--- src/sv/pair_shell_ion_count_stats_top_defines.svh ---
// pair_shell_ion_count_stats_top_defines.svh
// assertion macros for the pair shell ion counter, no other dependencies
`ifndef PAIR_SHELL_ION_COUNT_STATS_TOP_DEFINES_SVH
`define PAIR_SHELL_ION_COUNT_STATS_TOP_DEFINES_SVH

// same-cycle implication, checked outside reset
`define PSICS_ASSERT_NOW(lbl, pre, post, msg) \
  lbl: assert property (@(posedge clk) disable iff (rst) (pre) |-> (post)) else $error(msg);

// next-cycle implication, checked outside reset
`define PSICS_ASSERT_NEXT(lbl, pre, post, msg) \
  lbl: assert property (@(posedge clk) disable iff (rst) (pre) |=> (post)) else $error(msg);

`endif

--- src/sv/psics_pkg.sv ---
// psics_pkg.sv
// shared constants, command codes and controller/datapath structs
// no dependencies
`default_nettype none
package psics_pkg;

  localparam int unsigned ION_CAP   = 256;
  localparam int unsigned FRAME_CAP = 16384;

  localparam logic [39:0] MAX40 = 40'hFF_FFFF_FFFF;
  localparam logic [22:0] MAX23 = 23'h7F_FFFF;
  localparam logic [30:0] MAX31 = 31'h7FFF_FFFF;
  localparam logic [53:0] MAX54 = 54'h3F_FFFF_FFFF_FFFF;
  localparam logic [63:0] MAX64 = 64'hFFFF_FFFF_FFFF_FFFF;

  // configuration register indexes
  localparam logic [0:0] REG_RADIUS = 1'b0;
  localparam logic [0:0] REG_WEIGHT = 1'b1;

  // multiplier operand selection
  typedef enum logic [3:0] {
    MS_NONE, MS_DX1, MS_DY1, MS_DZ1, MS_DX2, MS_DY2, MS_DZ2, MS_RAD,
    MS_CNT, MS_HH, MS_HL, MS_LH, MS_LL, MS_MEAN
  } ms_t;

  // divider operand selection
  typedef enum logic [2:0] {
    DV_TERM, DV_CMEAN, DV_EX2, DV_IMEAN, DV_ISQ
  } dv_t;

  // result store selection
  typedef enum logic [2:0] {
    ST_NONE, ST_CMEAN, ST_EX2, ST_IMEAN, ST_ISQ, ST_CDEV, ST_IDEV
  } st_t;

  typedef struct packed {
    logic load;
    ms_t  ms;
    logic wsq_mean;
    logic wacc_clr;
    logic count_upd;
    logic div_start;
    dv_t  dv;
    logic acc_term;
    logic fold;
    st_t  st;
    logic sqrt_start;
    logic sqrt_ivar;
    logic clear_stats;
  } cmd_t;

  typedef struct packed {
    logic frame_end;
    logic series_end;
    logic div_busy;
    logic sqrt_busy;
  } stat_t;

endpackage
`default_nettype wire

--- src/sv/psics_ctrl.sv ---
// psics_ctrl.sv
// controller: sequences multiplier and divider steps per item, and square root steps at a series end
// depends on psics_pkg and the assertion macro header
`default_nettype none
`include "pair_shell_ion_count_stats_top_defines.svh"
module psics_ctrl (
  input  logic             clk,
  input  logic             rst,
  input  logic             in_valid,
  output logic             in_stall,
  output logic             out_valid,
  input  logic             out_stall,
  input  psics_pkg::stat_t stat,
  output psics_pkg::cmd_t  cmd
);
  import psics_pkg::*;

  typedef enum logic [5:0] {
    S_IDLE  = 6'b000001,
    S_MUL   = 6'b000010,
    S_TDIV  = 6'b000100,
    S_TWAIT = 6'b001000,
    S_FOLD  = 6'b010000,
    S_SER   = 6'b100000
  } state_t;

  state_t     state, state_next;
  logic [4:0] step, step_next;
  logic       out_set;
  logic       out_free;

  assign in_stall = (state != S_IDLE);
  assign out_free = !out_valid || !out_stall;

  // sequencing
  always_comb begin
    cmd        = '0;
    state_next = state;
    step_next  = step;
    out_set    = 1'b0;
    case (state)
      S_IDLE: begin
        if (in_valid) begin
          cmd.load   = 1'b1;
          state_next = S_MUL;
          step_next  = '0;
        end
      end
      // six squared differences, then radius squared
      S_MUL: begin
        case (step)
          5'd0: cmd.ms = MS_DX1;
          5'd1: cmd.ms = MS_DY1;
          5'd2: cmd.ms = MS_DZ1;
          5'd3: cmd.ms = MS_DX2;
          5'd4: cmd.ms = MS_DY2;
          5'd5: cmd.ms = MS_DZ2;
          5'd6: cmd.ms = MS_RAD;
          default: ;
        endcase
        if (step == 5'd7) begin
          state_next = S_TDIV;
        end else begin
          step_next = step + 5'd1;
        end
      end
      S_TDIV: begin
        cmd.count_upd = 1'b1;
        cmd.div_start = 1'b1;
        cmd.dv        = DV_TERM;
        state_next    = S_TWAIT;
      end
      S_TWAIT: begin
        if (!stat.div_busy) begin
          cmd.acc_term = 1'b1;
          step_next    = '0;
          state_next   = stat.frame_end ? S_FOLD : S_IDLE;
        end
      end
      // count square and intensity square, then fold into totals
      S_FOLD: begin
        case (step)
          5'd0: begin cmd.wacc_clr = 1'b1; cmd.ms = MS_CNT; end
          5'd1: cmd.ms = MS_HH;
          5'd2: cmd.ms = MS_HL;
          5'd3: cmd.ms = MS_LH;
          5'd4: cmd.ms = MS_LL;
          default: ;
        endcase
        if (step == 5'd6) begin
          if (out_free) begin
            cmd.fold   = 1'b1;
            out_set    = !stat.series_end;
            step_next  = '0;
            state_next = stat.series_end ? S_SER : S_IDLE;
          end
        end else begin
          step_next = step + 5'd1;
        end
      end
      // series statistics
      S_SER: begin
        step_next = step + 5'd1;
        case (step)
          5'd0: begin cmd.div_start = 1'b1; cmd.dv = DV_CMEAN; end
          5'd1: begin
            if (stat.div_busy) step_next = step;
            else cmd.st = ST_CMEAN;
          end
          5'd2: begin cmd.div_start = 1'b1; cmd.dv = DV_EX2; end
          5'd3: begin
            if (stat.div_busy) step_next = step;
            else cmd.st = ST_EX2;
          end
          5'd4: cmd.ms = MS_MEAN;
          5'd6: begin cmd.div_start = 1'b1; cmd.dv = DV_IMEAN; end
          5'd7: begin
            if (stat.div_busy) step_next = step;
            else cmd.st = ST_IMEAN;
          end
          5'd8: begin cmd.wacc_clr = 1'b1; cmd.wsq_mean = 1'b1; cmd.ms = MS_HH; end
          5'd9: begin cmd.wsq_mean = 1'b1; cmd.ms = MS_HL; end
          5'd10: begin cmd.wsq_mean = 1'b1; cmd.ms = MS_LH; end
          5'd11: begin cmd.wsq_mean = 1'b1; cmd.ms = MS_LL; end
          5'd13: begin cmd.div_start = 1'b1; cmd.dv = DV_ISQ; end
          5'd14: begin
            if (stat.div_busy) step_next = step;
            else cmd.st = ST_ISQ;
          end
          5'd15: cmd.sqrt_start = 1'b1;
          5'd16: begin
            if (stat.sqrt_busy) step_next = step;
            else cmd.st = ST_CDEV;
          end
          5'd17: begin cmd.sqrt_start = 1'b1; cmd.sqrt_ivar = 1'b1; end
          5'd18: begin
            if (!stat.sqrt_busy) begin
              cmd.st          = ST_IDEV;
              cmd.clear_stats = 1'b1;
              out_set         = 1'b1;
              state_next      = S_IDLE;
            end else begin
              step_next = step;
            end
          end
          default: ;
        endcase
      end
      default: state_next = S_IDLE;
    endcase
  end

  // state registers
  always_ff @(posedge clk) begin
    if (rst) begin
      state     <= S_IDLE;
      step      <= '0;
      out_valid <= 1'b0;
    end else begin
      state <= state_next;
      step  <= step_next;
      if (out_set) begin
        out_valid <= 1'b1;
      end else if (!out_stall) begin
        out_valid <= 1'b0;
      end
    end
  end

  // checks
  `PSICS_ASSERT_NOW(a_idle_units_free, state == S_IDLE, !stat.div_busy && !stat.sqrt_busy, "unit busy while idle")
  `PSICS_ASSERT_NEXT(a_div_started, cmd.div_start, stat.div_busy, "divider did not start")
  `PSICS_ASSERT_NEXT(a_frame_result, cmd.fold && !stat.series_end, out_valid, "frame item lost")
  `PSICS_ASSERT_NOW(a_fold_out_free, cmd.fold, out_free, "result overwritten")

endmodule
`default_nettype wire

--- config.mk ---
export PLATFORM = sky130hd
export DESIGN_NAME = psics_ctrl
export DESIGN_NICKNAME = d
export VERILOG_FILES = /design/src/sv/psics_pkg.sv /design/src/sv/psics_ctrl.sv
export VERILOG_INCLUDE_DIRS = /design/src /design/src/sv
export SDC_FILE = /design/constraint.sdc
export NUM_CORES = 1
export LEC_CHECK = 0
export BUFFER_PORTS_ARGS = -buffer_cell sky130_fd_sc_hd__buf_2
export CAP_MARGIN = 10
export CORE_MARGIN = 10
export CORE_UTILIZATION = 58
export CTS_CLUSTER_DIAMETER = 120
export DETAILED_ROUTE_END_ITERATION = 16
export PLACE_DENSITY = 0.95
export SLEW_MARGIN = 20
export SYNTH_ARGS = -nofsm -noshare
export SYNTH_HDL_FRONTEND = slang
export SYNTH_SLANG_ARGS = --single-unit
--- constraint.sdc ---
create_clock -name clk -period 4.6 [get_ports clk]
set_input_delay 0.46 -clock clk [delete_from_list [all_inputs] [get_ports clk]]
set_output_delay 0.46 -clock clk [all_outputs]
set_load 0.01 [all_outputs]
==> results of run 1 <==
==> worst paths after layout <==
check	from	to	slack [ns]	cells after the start
hold / removal	in_valid	state[0]	0.41	2
hold reg to reg	step[1]	step[1]	0.57	2
setup reg to reg	step[0]	step[2]	1.99	8
setup / recovery	state[0]	cmd[15]	1.69	7
==> registers in the layout, indices dropped and copies added, names as in the netlist <==
name,flops
out_valid,1
state,6
step,5
==> synth_stat cells (2+ instances only) <==
cell type / n
a21o_1: 2
a21oi_1: 12
a31oi_1: 4
a32o_1: 3
and3_1: 6
buf_1: 2
buf_6: 4
clkbuf_1: 4
dfxtp_1: 12
ha_1: 4
inv_1: 7
nand2_1: 12
nand2b_1: 2
nand3_1: 3
nor2_1: 22
nor2_2: 3
nor2b_1: 3
nor3_1: 7
nor3b_1: 4
nor4_1: 6
o211ai_1: 5
o21a_1: 2
o21ai_0: 12
o21bai_1: 2
o31ai_1: 5
or2_2: 3
xor2_1: 2
==> power by group through the flow <==
stage / registers, mW / clock network [mW] / logic [mW]
2_1_floorplan: 0.112 / 0 / 0.0480
3_3_place_gp: 0.113 / 0 / 0.0592
3_5_place_dp: 0.114 / 0 / 0.0599
4_1_cts: 0.111 / 0.0870 / 0.0602
5_1_grt: 0.112 / 0.0923 / 0.0676
6_report: 0.111 / 0.0858 / 0.0612
==> routing by layer <==
metal	wire [microns]	global-route usage (%)	share of wire [%]	vias to the layer above
met4	58	5.385	1.6	0
met1	1492	20.36	42	702
met2	1664	25.59	46	87
li1	-	-	-	719
met3	380	4.132	11	12
met5	0	0	0	-
==> cell families after synthesis <==
| kind of cell | after synthesis | share of synthesized area (%) |
|---|---|---|
| flops | 12 | 18.53 |
| buf+inv | 19 | 8.204 |
| compound gates | 57 | 30.50 |
| xor+xnor | 2 | 1.352 |
| fa+ha+maj | 4 | 3.861 |
| simple gates | 86 | 37.55 |
==> layout make-up <==
cell class | instances | share of cell area (%)
Clock buffer | 4 | 2.533
Inverter | 7 | 1.834
Multi-Input combinational cell | 149 | 66.29
Sequential cell | 12 | 16.77
Tap cell | 28 | 2.445
Timing Repair Buffer | 29 | 10.13
==> stage by stage <==
step,power (mW),hold WS [ns],std cells,area (sq um),utilization (%)
after floorplan,0.1603,0.5165,180,1296,-
after global placement,0.1726,0.5408,225,1396,64.36
after detailed placement,0.1736,0.5601,225,1396,64.36
after CTS,0.2585,0.4113,229,1433,66.03
after global routing,0.2719,0.4388,229,1433,66.03
final,0.2584,0.4116,229,1433,66.03
==> flow_summary.yaml, run 1 <==
floorplanning:
  die_y_microns: 67.28
  row_count: 17
  die_x_microns: 67.28
  dieArea_sq_um: 4526
  ios: 30
  start_util_pct: 59.75
  core_sq_um: 2170
timing:
  slew_headroom_pct: 56.70
  finClkSkew_ns: 0.0001711
  finalWorstPathRequiredPeriod_ns: 2.914
  period_share_pct: 63.35
  fin_ws_ns: 1.686
  drv_slew: 0
  finalHoldViolCount: 0
  fmax_ghz: 0.3432
  setup_viol: 0
  tightestPinTransition_ns: 0.6436
  tns_ns: 0
  rsz0062_at_grt: "no"
clock_tree:
  cts.htree.levels: 1
  insertion_delay_ns: 0.28
  cts_buffers: 3
  cts_sinks: 12
  post_cts_resized: 0
  cts_tree: "yes"
  cts.reportedPaths.clkPinSlew_ns: 0.08
  post-cts-setup-buffers: 0
  clk_path_buf_depth: 2
  postCtsHoldBufs: 0
  root_buffer: "clkbuf_4"
logic_synthesis:
  synthCells: 180
  async_reset_ff_share_pct: 0
  yosysTopAreaCellShare_pct: 18.53
  synth_area_leaders: "dfxtp_1, nor2_1, a21oi_1"
  synthFlopType: "dfxtp_1"
  synth_seq_cells: 12
  synth_edf_count: 0
  synth_warnings: 0
  synth.yosys.seq_area_share_pct: 18.53
  ys_types: 54
  synth_nets: 192
  post-synth-top-area-cell: "dfxtp_1"
  syn_area_per_cell_sq_um: 7.201
  syn-cell-area_sq_um: 1296
cells_and_area:
  register_area_sq_um: 240.2
  nNetsFinal: 214
  syn2layout_area_growth_pct: 10.52
  antennaDiodeCount: 0
  n_fill_cell: 198
  mostFrequentLayoutCells: "buf_2, nor2_1"
  drive_gt1_share_pct: 22.39
  multi_input_area_sq_um: 949.7
  mostFrequentLayoutCell: "buf_2"
critical_path:
  crit_path_end_kind: "output pin"
  path_buf_inv: 1
  cpPeakStageDelay_ns: 0.61
  worstPathRequired_ns: 4.14
  crit_slowest_cell: "or4_4"
  crit_path_frequent_cell: "or2_2"
  worstPathMaxFanout: 8
  cp_cell_sequence: "or4_4 -> or2_2 -> nor3_1 -> a31oi_1 -> or2_2 -> a21oi_1 -> buf_2"
  cp_top_family: "simple AND/OR/NAND/NOR gates"
  startpoint_type: "flop"
  worstPathArrival_ns: 2.45
  critical_path_class: "reg -> out"
place:
  dp_hpwl_microns: 2762
  gp_congestion: 0.8679
  portBuffers: 29
  dp_slack_ns: 2.007
job:
  cap_violations: 0
min_path:
  hp-class: "in -> reg"
routing:
  initialDrtViolationCount: 184
  vias: 1520
  wirelength_microns: 3595
  drc_errors: 0
  ant_nets: 0
  firstDrtPassIters: 4
  viasPerCell: 6.638
  routedWlPerCell_microns: 15.70
global_routing:
  grtUsageTotal_pct: 16.00
  grt_max_degree: 19
  grt_pass1_wl_microns: 5982
  antenna_found_initial: 0
  grt_pass1_vias: 1312
  grt_overflow: 0
power:
  swShare_pct: 30.32
  ir_drop_mv: 0.1550
  powerDensity_nw_per_um2: 180.4
  internal_power_mw: 0.1801
  pwr-share-seq_pct: 43.1
  power.switching_mw: 0.07834
  combPwrFrac_pct: 23.7
  p_leak_nw: 0.6131
  power_frac_clock_pct: 33.2
outcome:
  status: "complete, no violations"
Power figures use the tool's default switching activity.
==> run 2: changes to the inputs <==
- CORE_UTILIZATION: 58 -> 48
- PLACE_DENSITY: 0.95 -> 0.87
- clock period: 4.6 -> 2.5 ns (I/O delays scaled with it)
==> run 2 against run 1 <==
  * Clock power grew 84%
  * Sequential power up 85%
  * Highest routed layer unchanged
  * Global-route usage shrank 0.99 points
  * Clock skew grew 0.0021 ns
  * Cell area rose by 12%
  * Routed wire length is 15% higher
  * Sequential share of layout area fell by 1.5 points
  * Critical endpoint unchanged
  * Cell count up 7.9%
  * Core utilization is 2.3 points lower
==> flow_summary.yaml, run 2 (synthesized netlist as in run 1, its figures left out) <==
clock_tree:
  postCtsHoldBufs: 0
  insertion_delay_ns: 0.28
  cts_buffers: 3
  root_buffer: "clkbuf_4"
  cts_tree: "yes"
  cts.reportedPaths.clkPinSlew_ns: 0.07
  cts_sinks: 12
  cts.htree.levels: 1
  clk_path_buf_depth: 2
cells_and_area:
  design_area_sq_um: 1608
  mostFrequentLayoutCells: "buf_2, nor2_1, buf_4, nand2_1, a21oi_1"
  syn2layout_area_growth_pct: 24.03
  n_fill_cell: 224
  nNetsFinal: 230
  mostFrequentLayoutCell: "buf_2"
  drive_gt1_share_pct: 31.80
  top_register: "state"
  multi_input_area_sq_um: 993.5
  reg_top3: "state x6, step x5, out_valid x1"
  largest_reg_flops: 6
  antennaDiodeCount: 0
  register_area_sq_um: 245.2
  finish.utilization_pct: 63.74
timing:
  finalHoldViolCount: 0
  finClkSkew_ns: 0.002249
  fin_ws_ns: 0.09026
  slew_headroom_pct: 61.76
  drv_slew: 0
  tightestPinTransition_ns: 0.5656
  finalWorstPathRequiredPeriod_ns: 2.410
  setup_viol: 0
  period_share_pct: 96.39
  fmax_ghz: 0.4150
power:
  combPwrFrac_pct: 28.0
  swShare_pct: 31.08
  power.switching_mw: 0.1565
  powerDensity_nw_per_um2: 313.2
  internal_power_mw: 0.3470
  power_mw: 0.5035
  power_frac_clock_pct: 31.3
  pwr-share-seq_pct: 40.7
  ir_drop_mv: 0.2920
  p_leak_nw: 0.7037
place:
  portBuffers: 29
  gp_congestion: 0.9435
  dp_hpwl_microns: 3011
  dpl_cell_area_sq_um: 1504
  dp_slack_ns: 0.1835
critical_path:
  crit_path_end_kind: "output pin"
  startpoint_type: "flop"
  worstPathRequired_ns: 2.25
  worstPathArrival_ns: 2.16
  critical_path_class: "reg -> out"
  worstPathMaxFanout: 8
global_routing:
  grt_max_degree: 13
  grt_pass1_wl_microns: 6658
  antenna_found_initial: 0
  grt_overflow: 0
  grt_pass1_vias: 1429
  grtUsageTotal_pct: 15.02
routing:
  routedWlPerCell_microns: 16.69
  viasPerCell: 6.425
  drc_errors: 0
  ant_nets: 0
  vias: 1587
  firstDrtPassIters: 4
  initialDrtViolationCount: 148
  wirelength_microns: 4123
floorplanning:
  die_x_microns: 71.97
  dieArea_sq_um: 5179
  row_count: 18
  die_y_microns: 71.97
  start_util_pct: 51.39
  ios: 30
  core_sq_um: 2522
outcome:
  status: "complete, no violations"
job:
  cap_violations: 0
min_path:
  hp-class: "in -> reg"
[run 2: path summary, 6_finish.rpt]
path,from,end,slack [ns],depth (start not counted)
setup / recovery,state[1],cmd[15],0.09,7
hold / removal,in_valid,state[0],0.21,2
setup reg to reg,step[0],step[2],0.14,8
hold reg to reg,step[1],step[1],0.57,2
[run 2: power groups by stage]
stage | Clock [mW] | Sequential, mW | Combinational, mW
floorplan | 0 | 0.207 | 0.0884
global placement | 0 | 0.208 | 0.121
detailed placement | 0 | 0.208 | 0.125
CTS | 0.161 | 0.204 | 0.130
global route | 0.171 | 0.206 | 0.154
finish | 0.158 | 0.205 | 0.141
[run 2: routing by layer]
metal	vias to the layer above	part of all wire (%)	GRT usage (%)
li1	756	-	-
met1	743	41	19.07
met2	77	48	22.94
met3	11	8.7	3.537
met4	0	1.9	7.742
met5	-	0	0
[run 2: timing repair]
action | 4_1_cts | 5_1_grt
pin swaps | 1 | 2
setup buffers | 1 | 1
gates resized for setup | 3 | 13
endpoints found under the hold margin | 0 | 0
setup endpoints to repair | 1 | 7
[run 2: area by class of cell]
type	instances	area share, %
inverters	7	1.634
clock buffers	4	2.257
flip-flops and latches	12	15.25
well taps	30	2.335
repair buffers	45	16.73
multi-input cells	149	61.79
[run 2: stage by stage]
stage	hold slack (ns)	instances	TNS [ns]
global route	0.2250	247	-0.02927
finish	0.2075	247	0
CTS	0.2088	246	0
detailed placement	0.5017	241	0
global placement	0.4994	241	0
floorplan	0.3819	180	0
[run 2: worst max-delay path, cell delays in order, from the launching register on]
cell and delay, ns:
dfxtp_4 0.37, or4_4 0.53, or2_4 0.29, nor3_2 0.11
a31oi_1 0.05, or2_2 0.29, a21oi_2 0.11, buf_2 0.14
